$ cat config.mk
export PLATFORM = sky130hd
export DESIGN_NAME = random_sample_set
export DESIGN_NICKNAME = d
export VERILOG_FILES = /design/src/rtl/core/rss_pkg.sv /design/src/rtl/core/rss_out_reg.sv /design/src/rtl/core/random_sample_set.sv
export SDC_FILE = /design/constraint.sdc
export NUM_CORES = 2
export LEC_CHECK = 0
export BUFFER_PORTS_ARGS = -buffer_cell sky130_fd_sc_hd__buf_2
export CORE_MARGIN = 2
export CORE_UTILIZATION = 45
export CTS_CLUSTER_SIZE = 12
export DETAILED_ROUTE_END_ITERATION = 16
export GPL_TIMING_DRIVEN = 0
export MAX_ROUTING_LAYER = met4
export REMOVE_ABC_BUFFERS = 1
export SYNTH_ARGS = -nofsm -noshare
export SYNTH_HDL_FRONTEND = slang
export SYNTH_SLANG_ARGS = --single-unit
$ cat constraint.sdc
create_clock -name clk -period 7.02 [get_ports clk]
set_clock_uncertainty 0.2 [all_clocks]
set_input_delay 0.351 -clock clk [delete_from_list [all_inputs] [get_ports clk]]
set_output_delay 0.351 -clock clk [all_outputs]
set_load 0.1 [all_outputs]
$ cat src/rtl/core/rss_pkg.sv
`timescale 1ns / 1ps

package rss_pkg;

  // Operation codes carried in the kind field of a request.
  localparam logic [1:0] KIND_INSERT = 2'd0;
  localparam logic [1:0] KIND_REMOVE = 2'd1;
  localparam logic [1:0] KIND_PICK   = 2'd2;
  localparam logic [1:0] KIND_NOP    = 2'd3;

  // Status codes carried in the status field of a response.
  localparam logic [1:0] STATUS_OK    = 2'd0;
  localparam logic [1:0] STATUS_MISS  = 2'd1;
  localparam logic [1:0] STATUS_FULL  = 2'd2;
  localparam logic [1:0] STATUS_EMPTY = 2'd3;

  localparam int VALUE_W = 32;
  localparam int DRAW_W  = 16;
  localparam int OCC_W   = 7;

  typedef struct packed {
    logic [1:0]                kind;
    logic signed [VALUE_W-1:0] value;
    logic [DRAW_W-1:0]         random_draw;
  } request_t;

  typedef struct packed {
    logic                      done_res;
    logic [1:0]                status;
    logic signed [VALUE_W-1:0] element;
    logic [OCC_W-1:0]          occupancy;
  } response_t;

endpackage

$ cat src/rtl/core/rss_out_reg.sv
`timescale 1ns / 1ps

// Response holding register. The sequencer loads it only when it is free,
// that is empty or being emptied by a transfer in the same cycle.
module rss_out_reg (
  input  logic               clk,
  input  logic               rst,
  input  logic               load,
  input  rss_pkg::response_t data,
  output logic               free,
  output logic               response_valid,
  input  logic               response_stall,
  output rss_pkg::response_t response
);

  assign free = !response_valid || !response_stall;

  always_ff @(posedge clk) begin
    if (rst) begin
      response_valid <= 1'b0;
    end else if (load) begin
      response_valid <= 1'b1;
    end else if (!response_stall) begin
      response_valid <= 1'b0;
    end
  end

  always_ff @(posedge clk) begin
    if (load) begin
      response <= data;
    end
  end

endmodule

$ cat src/rtl/core/random_sample_set.sv
`timescale 1ns / 1ps

// Set of distinct 32-bit signed values with insert, remove and random pick.
// A request transfer carries kind, value and random_draw; every request
// yields exactly one response transfer with done_res, status, element and
// occupancy (the element count after the operation).
// Requests are taken one at a time: request_stall is low only while the
// sequencer is idle. Insert and remove scan the live entries in the element
// memory one per cycle through its single read port; an insert into an
// empty set appends without a scan, and a remove that hits then reads the
// last entry to fill the vacated slot. Get random reads one entry, and an
// unused kind reads none.
// The finished response sits in an output register, so the next request is
// taken while a response still waits on response_stall; the sequencer holds
// a second finished response until that register is free.
// Reset clears the element count and the handshake state; the element
// memory needs no clearing since only slots below the count are ever read.
module random_sample_set #(
  parameter int CAPACITY = 64
) (
  input  logic               clk,
  input  logic               rst,
  input  logic               request_valid,
  output logic               request_stall,
  input  rss_pkg::request_t  request,
  output logic               response_valid,
  input  logic               response_stall,
  output rss_pkg::response_t response
);

  localparam int ADDR_W = $clog2(CAPACITY);
  localparam int CNT_W  = $clog2(CAPACITY + 1);
  localparam int PROD_W = rss_pkg::DRAW_W + CNT_W;
  localparam logic [CNT_W-1:0] CAP_COUNT = CNT_W'(CAPACITY);

  // One-hot sequencer states.
  typedef enum logic [4:0] {
    ST_IDLE = 5'b00001,
    ST_SCAN = 5'b00010,
    ST_MOVE = 5'b00100,
    ST_PICK = 5'b01000,
    ST_FIN  = 5'b10000
  } state_t;

  state_t state, state_next;

  logic [CNT_W-1:0]  count, count_next;
  logic [ADDR_W-1:0] scan_idx, scan_idx_next;
  logic [ADDR_W-1:0] slot, slot_next;
  logic [1:0]        kind_q;
  logic signed [rss_pkg::VALUE_W-1:0] value_q;
  rss_pkg::response_t res, res_next;

  // Element memory: one write port, one registered read port.
  logic signed [rss_pkg::VALUE_W-1:0] mem [CAPACITY];
  logic signed [rss_pkg::VALUE_W-1:0] rd_data;
  logic [ADDR_W-1:0] rd_addr;
  logic              wr_en;
  logic [ADDR_W-1:0] wr_addr;
  logic signed [rss_pkg::VALUE_W-1:0] wr_data;

  logic              accept;
  logic              load;
  logic              out_free;
  logic              scan_last;
  logic [ADDR_W-1:0] last_idx;
  logic [PROD_W-1:0] pick_prod;

  assign request_stall = (state != ST_IDLE);
  assign accept        = request_valid && (state == ST_IDLE);

  // The scan reaches the last live entry when its index is count - 1.
  assign scan_last = (CNT_W'(scan_idx) == count - CNT_W'(1));
  assign last_idx  = ADDR_W'(count - CNT_W'(1));

  // Pick index is (draw * count) >> 16, always below the count.
  assign pick_prod = PROD_W'(request.random_draw) * PROD_W'(count);

  always_comb begin
    state_next    = state;
    count_next    = count;
    scan_idx_next = scan_idx;
    slot_next     = slot;
    res_next      = res;
    rd_addr       = scan_idx;
    wr_en         = 1'b0;
    wr_addr       = count[ADDR_W-1:0];
    wr_data       = value_q;
    load          = 1'b0;

    unique case (state)
      ST_IDLE: begin
        if (accept) begin
          res_next           = '0;
          res_next.occupancy = rss_pkg::OCC_W'(count);
          case (request.kind)
            rss_pkg::KIND_INSERT: begin
              if (count == '0) begin
                // Empty set: append at slot zero without scanning.
                wr_en              = 1'b1;
                wr_addr            = '0;
                wr_data            = request.value;
                count_next         = CNT_W'(1);
                res_next.done_res  = 1'b1;
                res_next.occupancy = rss_pkg::OCC_W'(1);
                state_next         = ST_FIN;
              end else begin
                rd_addr       = '0;
                scan_idx_next = '0;
                state_next    = ST_SCAN;
              end
            end
            rss_pkg::KIND_REMOVE: begin
              if (count == '0) begin
                res_next.status = rss_pkg::STATUS_MISS;
                state_next      = ST_FIN;
              end else begin
                rd_addr       = '0;
                scan_idx_next = '0;
                state_next    = ST_SCAN;
              end
            end
            rss_pkg::KIND_PICK: begin
              if (count == '0) begin
                res_next.status = rss_pkg::STATUS_EMPTY;
                state_next      = ST_FIN;
              end else begin
                rd_addr    = pick_prod[rss_pkg::DRAW_W +: ADDR_W];
                state_next = ST_PICK;
              end
            end
            default: begin
              state_next = ST_FIN;
            end
          endcase
        end
      end

      ST_SCAN: begin
        if (rd_data == value_q) begin
          slot_next = scan_idx;
          if (kind_q == rss_pkg::KIND_REMOVE) begin
            rd_addr    = last_idx;
            state_next = ST_MOVE;
          end else begin
            res_next.status = rss_pkg::STATUS_MISS;
            state_next      = ST_FIN;
          end
        end else if (scan_last) begin
          if (kind_q == rss_pkg::KIND_INSERT) begin
            if (count >= CAP_COUNT) begin
              res_next.status = rss_pkg::STATUS_FULL;
            end else begin
              wr_en              = 1'b1;
              count_next         = count + CNT_W'(1);
              res_next.done_res  = 1'b1;
              res_next.occupancy = rss_pkg::OCC_W'(count + CNT_W'(1));
            end
          end else begin
            res_next.status = rss_pkg::STATUS_MISS;
          end
          state_next = ST_FIN;
        end else begin
          scan_idx_next = scan_idx + ADDR_W'(1);
          rd_addr       = scan_idx + ADDR_W'(1);
        end
      end

      ST_MOVE: begin
        // rd_data holds the last live entry; it fills the vacated slot.
        wr_en              = 1'b1;
        wr_addr            = slot;
        wr_data            = rd_data;
        count_next         = count - CNT_W'(1);
        res_next.done_res  = 1'b1;
        res_next.occupancy = rss_pkg::OCC_W'(count - CNT_W'(1));
        state_next         = ST_FIN;
      end

      ST_PICK: begin
        res_next.element  = rd_data;
        res_next.done_res = 1'b1;
        state_next        = ST_FIN;
      end

      ST_FIN: begin
        if (out_free) begin
          load       = 1'b1;
          state_next = ST_IDLE;
        end
      end

      default: begin
        state_next = ST_IDLE;
      end
    endcase
  end

  always_ff @(posedge clk) begin
    if (rst) begin
      state <= ST_IDLE;
      count <= '0;
    end else begin
      state <= state_next;
      count <= count_next;
    end
  end

  always_ff @(posedge clk) begin
    scan_idx <= scan_idx_next;
    slot     <= slot_next;
    res      <= res_next;
    if (accept) begin
      kind_q  <= request.kind;
      value_q <= request.value;
    end
  end

  // A write may meet a read of the same entry; that read's data is unused,
  // as an operation writes at its last step and its used reads precede it.
  always_ff @(posedge clk) begin
    if (wr_en) begin
      mem[wr_addr] <= wr_data;
    end
    rd_data <= mem[rd_addr];
  end

  rss_out_reg u_out_reg (
    .clk            (clk),
    .rst            (rst),
    .load           (load),
    .data           (res),
    .free           (out_free),
    .response_valid (response_valid),
    .response_stall (response_stall),
    .response       (response)
  );

  // The count never passes the capacity.
  a_count_bound : assert property (@(posedge clk) disable iff (rst)
    count <= CAP_COUNT)
    else $error("element count exceeds capacity");

  // The scan only ever visits live entries.
  a_scan_live : assert property (@(posedge clk) disable iff (rst)
    (state == ST_SCAN) |-> (CNT_W'(scan_idx) < count))
    else $error("scan index beyond live entries");

  // A move of the last entry only happens on a non-empty set.
  a_move_nonempty : assert property (@(posedge clk) disable iff (rst)
    (state == ST_MOVE) |-> (count != '0))
    else $error("move step with empty set");

  // The count steps by at most one per cycle.
  a_count_step : assert property (@(posedge clk) disable iff (rst)
    !$past(rst) |-> (count == $past(count) ||
                     count == $past(count) + CNT_W'(1) ||
                     count + CNT_W'(1) == $past(count)))
    else $error("element count jumped");

  // A loaded response is offered in the next cycle.
  a_load_valid : assert property (@(posedge clk) disable iff (rst)
    load |=> response_valid)
    else $error("loaded response not offered");

endmodule
Word level (Yosys, flattened, before mapping)

Memory sizes are Yosys's and may differ from the RTL's. A register that Yosys moved wholly into a read port is not among the register bits.
Cells that the tools add are included.

Muxes and demuxes: 67
Magnitude comparators: 1
Reduce and logical (&&, ||, !) cells: 20
Multipliers: 1
Equal/unequal tests: 22
Add/subtract/negate cells: 3

Operators by type and width:

| operator                                         | number |
|---|---|
| one-hot mux 32 bit (2 select lines)              | 2 |
| 2-to-1 mux 32 bit                                | 3 |
| 2-to-1 mux 6 bit                                 | 12 |
| 2-to-1 mux 7 bit                                 | 7 |
| one-hot mux 6 bit (2 select lines)               | 4 |
| 2-to-1 mux 42 bit                                | 1 |
| one-hot mux 7 bit (3 select lines)               | 2 |
| 2-to-1 mux 5 bit                                 | 7 |
| == test 32 bit                                   | 1 |
| multiplier 16 x 7 -> 22 bit                      | 1 |
| one-hot mux 5 bit (4 select lines)               | 1 |
| 2-to-1 mux 1 bit                                 | 17 |
| inequality test 2 bit, second input constant     | 7 |
| AND reduction 6 bit                              | 2 |
| 2-to-1 mux 2 bit                                 | 5 |
| one-hot mux 5 bit (2 select lines)               | 1 |
| one-hot mux 2 bit (2 select lines)               | 2 |
| adder 7 x 1 -> 7 bit, second input constant      | 1 |
| == test 6 x 7 -> 1 bit                           | 1 |
| >= comparator 7 bit, second input constant       | 1 |
| zero test 7 bit                                  | 1 |
| subtractor 7 x 1 -> 7 bit, second input constant | 1 |
| adder 6 x 1 -> 6 bit, second input constant      | 1 |
| inequality test 3 bit, second input constant     | 2 |
| other kinds (23)                                 | 31 |

Flip-flop bits (word level): 143
Input bits: 54
Output and inout bits: 44
Memories kept: 1
Bits in writable memories: 2048
Logic and storage cells: 130

Memory list:

| memory | depth | width | rd ports | clocked after memory_dff | wr ports | RTL line                | RTL |
|---|---|---|---|---|---|---|---|
| mem    | 64    | 32    | 1        | 1                        | 1        | random_sample_set.sv:55 | `logic signed [rss_pkg::VALUE_W-1:0] mem [CAPACITY];` |

Logic depth before layout (Yosys ltp)

Depth in word-level cells: 8
Depth in mapped cells: 28
Gate-level depth less buffers: 21

Hierarchy

Synthesis repeated with hierarchy kept, for this count alone.

Cells, all modules: 6904
Area total of the unflattened synthesis: 93277.0 um2

Modules (own cells, without submodules):

| module            | area an instance (um2) | times used | cells each | sequential area each (um2) |
|---|---|---|---|---|
| random_sample_set | 91983.2                | 1          | 6858       | 65022.4 |
| rss_out_reg       | 1293.7                 | 1          | 46         | 1281.2 |

Worst setup path before layout

No wires, ideal clock.

Path type: register -> register
Start: register count[4]
End: register rd_data[10] (netlist bit) (read register of mem)
Required time: 6.686 ns
Clock period less this slack: 6.952 ns
Arrival: 6.618 ns
Path slack: 0.068 ns
Path buffers: 5
Library setup time: 0.134 ns
Stages on the path, launching flop included: 26
Cell sequence: dfxtp_1 > clkbuf_1 > buf_1 > clkbuf_1 > nand2_1 > fa_1 > fa_1 > inv_1 > fa_1 > inv_1 > fa_1 > inv_1 > ha_1 > a21oi_1 > or3b_1 > o2111a_1 > a2111o_1 > xor2_1 > o311a_1 > buf_2 > o21ai_2 > clkbuf_1 > o32a_1 > a21oi_1 > a221o_1 > or4_1

Cells in the longest elaborated chain, start to end: 5
Elaborated cells between the ends (all ways): 12
Classes of those cells: 1 x add/sub; 1 x mul; 1 x eq/ne; 8 x mux; 1 x reduce/logical

Ends and longest elaborated chain:

| item                                                                          | RTL line                                          | RTL |
|---|---|---|
| start, declared                                                               | random_sample_set.sv:47                           | `logic [CNT_W-1:0] count, count_next;` |
| start signal, assigned                                                        | random_sample_set.sv:205                          | `count <= count_next;` |
| multiplier 16 x 7 -> 22 bit, or another cell as far along                     | random_sample_set.sv:77                           | `assign pick_prod = PROD_W'(request.random_draw) * PROD_W'(count);` |
| 2-to-1 mux 6 bit, or another cell as far along                                | random_sample_set.sv:124                          | `if (count == '0) begin` |
| one-hot mux 6 bit (2 select lines) / 2-to-1 mux 6 bit (equally long branches) | -                                                 |  |
| 2-to-1 mux 6 bit (on tied branches)                                           | random_sample_set.sv:93, random_sample_set.sv:140 |  |
| one-hot mux 6 bit (2 select lines) (*)                                        | random_sample_set.sv:91                           | `unique case (state)` |
| end, declared                                                                 | random_sample_set.sv:56                           | `logic signed [rss_pkg::VALUE_W-1:0] rd_data;` |

Every way passes the cells marked *; elsewhere a longest branch is shown, timed or not.
A chain may end at the register's enable or synchronous reset.

Worst setup path in the final report

Start: register count[4]
End: register rd_data[21] (netlist bit) (read register of mem)

Same word-level chain as after synthesis.

==> results.sh <==
export IMPL_postSynthAreaPerCell_um2=14.1
export IMPL_grt_pass1_wl_um=377000
export IMPL_hold_class="primary input to register"
export IMPL_cp_required_ns=7.57
export IMPL_ys_ff_latch=2223
export IMPL_worstMarginPinSlew_ns=1.28
export IMPL_critPathKind="register to register"
export IMPL_fin_nets=6945
export IMPL_dieArea_um2=203000
export IMPL_ys_flop_type="edfxtp_1"
export IMPL_max_slew_margin_pct=14.7
export IMPL_final_antenna_net_count=0
export IMPL_fmax_mhz=137
export IMPL_max_stage_delay_ns=0.53
export IMPL_p_leak_nw=37.6
export IMPL_dpl_cell_area_um2=98100
export IMPL_die_h_um=451
export IMPL_critPathMostFrequentCell="buf_16"
export IMPL_instances_no_fill=9605
export IMPL_drive_above_1_share_pct=15.8
export IMPL_maxCapViolCount=0
export IMPL_syn_to_final_growth_pct=20.2
export IMPL_r2r_cells=31
export IMPL_grt_setup_unrepaired="yes"
export IMPL_start_util_pct=45.4
export IMPL_finalHoldViolCount=0
export IMPL_crit_slowest_cell="fa_1"
export IMPL_antenna_found_initial=24
export IMPL_crit_fanout=7
export IMPL_io_buffers=97
export IMPL_gr_total_overflow=0
export IMPL_die_x_um=451
export IMPL_synth_seq_area_share_pct=73.8
export IMPL_dp_hpwl_um=167000
export IMPL_power_density_nw_per_um2=410
export IMPL_h_tree_depth=4
export IMPL_routabilityCongestion=0.884
export IMPL_tritoncts="built"
export IMPL_clock_sinks=2223
export IMPL_initialDrtViolationCount=6985
export IMPL_cts_buffer_depth=3
export IMPL_avgViaCountPerCell=5.85
export IMPL_cp_end_kind="register"
export IMPL_crit_family="adder cells"
export IMPL_dp_cells=8972
export IMPL_core_area_um2=198000
export IMPL_grt_usage_pct=26.4
export IMPL_crit_cells=31
export IMPL_drcViolationCount=0
export IMPL_synth_edf_count=2178
export IMPL_wirelength_um=265000
export IMPL_drv_slew=0
export IMPL_grt_max_degree=80
export IMPL_cp_data_arrival_time_ns=7.83
export IMPL_synth_distinct_cells=78
export IMPL_hold_path_depth=2
export IMPL_finalSetupViolations=30
export IMPL_cts_made_buffers=222
export IMPL_clockRootBuffer="clkbuf_16"
export IMPL_core_rowCount=163
export IMPL_syn_area_um2=89800
export IMPL_synth_warnings=0
export IMPL_wl_per_cell_um=27.6
export IMPL_synth_async_reset_ratio_pct=0
export IMPL_clk_latency_ns=0.90
export IMPL_syn_inst=6347
export IMPL_mostFrequentLayoutCells="2178 x edfxtp_1, 1262 x nand2_1, 511 x nand3_1"
export IMPL_status="finished, violations left"
export IMPL_clk_pin_slew_worst_paths_ns=0.06
export IMPL_dr_pass1_iters=7
export IMPL_vias=56182
export IMPL_fin_crit_ns=7.28
export IMPL_vdd_ir_drop_max_v=0.000325
export IMPL_final_cell_area_um2=108000
export IMPL_grt_pass1_vias=53136
export IMPL_cp_num_buf_inv=14
export IMPL_startpoint_type="register"
export IMPL_layout_commonest_cell="edfxtp_1"
export IMPL_post_route_period_util_pct=104
export IMPL_worst_slack_ns=-0.259
export IMPL_violations="negative setup slack"
export IMPL_io_pins=98
export IMPL_fillers=15645
==> worst reg2reg max path: cells and delay by family (launching register included) <==
family / cells / cell delay, ns
compound gates: 5 / 0.97
fa+ha+maj: 5 / 2.27
buf+inv: 14 / 1.82
flops: 1 / 0.38
simple gates: 7 / 1.50
==> registers in the layout (all words and copies together), names as in the netlist <==
name and cells:
kind_q 2, res 42, scan_idx 6, value_q 32
mem 2048, state 5, u_out_reg.response 42, u_out_reg.response_valid 1
slot 6, rd_data 32, count 7
==> logic make-up after synthesis <==
group                      count (synthesis)  synth area share, %
adders and majority gates                112                 2.12
and+or+nand+nor                         2494                 12.5
muxes                                    336                 3.75
DFF                                     2223                 73.8
AOI/OAI and AO/OA                        672                 5.20
buffers and inverters                    455                 2.06
xor gates and xnor gates                  55                0.568
==> final timing paths <==
path / startpoint / to / slack, ns
max: count[4]$_SDFFE_PP0P_ / rd_data[21]$_DFF_P_ / -0.26
min: request[20] / value_q[4]$_DFFE_PP_ / 0.04
max reg2reg: count[4]$_SDFFE_PP0P_ / rd_data[21]$_DFF_P_ / -0.26
min reg2reg: res[8]$_SDFFCE_PN0P_ / u_out_reg.response[8]$_DFFE_PP_ / 0.22
==> timing repair <==
item,CTS,global route
gates resized for setup,218,113
hold endpoints to repair,75,0
endpoints found under the setup margin,32,32
pin swaps,64,46
hold buffers,47,0
cloned,15,4
setup buffers,121,48
==> final cells by class <==
class                      count  area [um2]  area share, %
inverter                      85         319          0.296
tap                         2640        3300           3.06
clock inverter                73         459          0.425
multi-input combinational   3675       23400           21.6
timing repair buffer         572        8120           7.52
clock buffer                 315        6000           5.56
sequential                  2223       66300           61.4
antenna                       22        55.1         0.0510
==> Yosys cell counts (62+ instances only) <==
| library cell | instances | area [um2] |
|---|---|---|
| o32a_1 | 63 | 631 |
| nor2_1 | 227 | 852 |
| a21oi_1 | 62 | 310 |
| inv_1 | 85 | 319 |
| o21ai_0 | 84 | 420 |
| nand3_1 | 514 | 2570 |
| a31oi_1 | 65 | 407 |
| o22ai_1 | 192 | 1200 |
| mux2i_1 | 335 | 3350 |
| fa_1 | 67 | 1340 |
| a211oi_1 | 66 | 495 |
| clkbuf_1 | 246 | 923 |
| nand2_1 | 1319 | 4950 |
| and2_1 | 187 | 1170 |
| nand4_1 | 141 | 882 |
| edfxtp_1 | 2178 | 65400 |
| buf_2 | 91 | 455 |
==> stage by stage <==
| step | util (%) | TNS (ns) | setup WS (ns) | hold WS, ns | total power [mW] |
|---|---|---|---|---|---|
| floorplan | - | -1299.65 | -40.82 | 0.200 | 25.6 |
| global placement | 46.5 | - | -69.25 | 0.204 | 28.9 |
| detailed placement | 49.6 | -70.82 | -2.44 | 0.205 | 31.6 |
| CTS | 54.1 | -4.73 | -0.250 | 0.0108 | 43.6 |
| global route | 54.6 | -9.93 | -0.445 | 0.0300 | 45.9 |
| finish | 54.6 | -4.63 | -0.259 | 0.0429 | 44.2 |
==> power by group <==
group	total, mW	switching [mW]	leakage, nW	internal [mW]
clock	10.8	4.87	3.13	5.93
sequential	16.0	0.256	20.0	15.7
combinational	17.5	10.7	14.4	6.78
total	44.2	15.8	37.6	28.4
==> metal layers <==
layer	GRT usage, %	wire length [um]	up-vias
met5	-	0	-
met4	11.3	11600	0
li1	-	-	24667
met1	34.7	106000	28465
met3	4.67	23000	465
met2	40.6	124000	2585
Note: power is estimated with default switching activity, not from simulation.
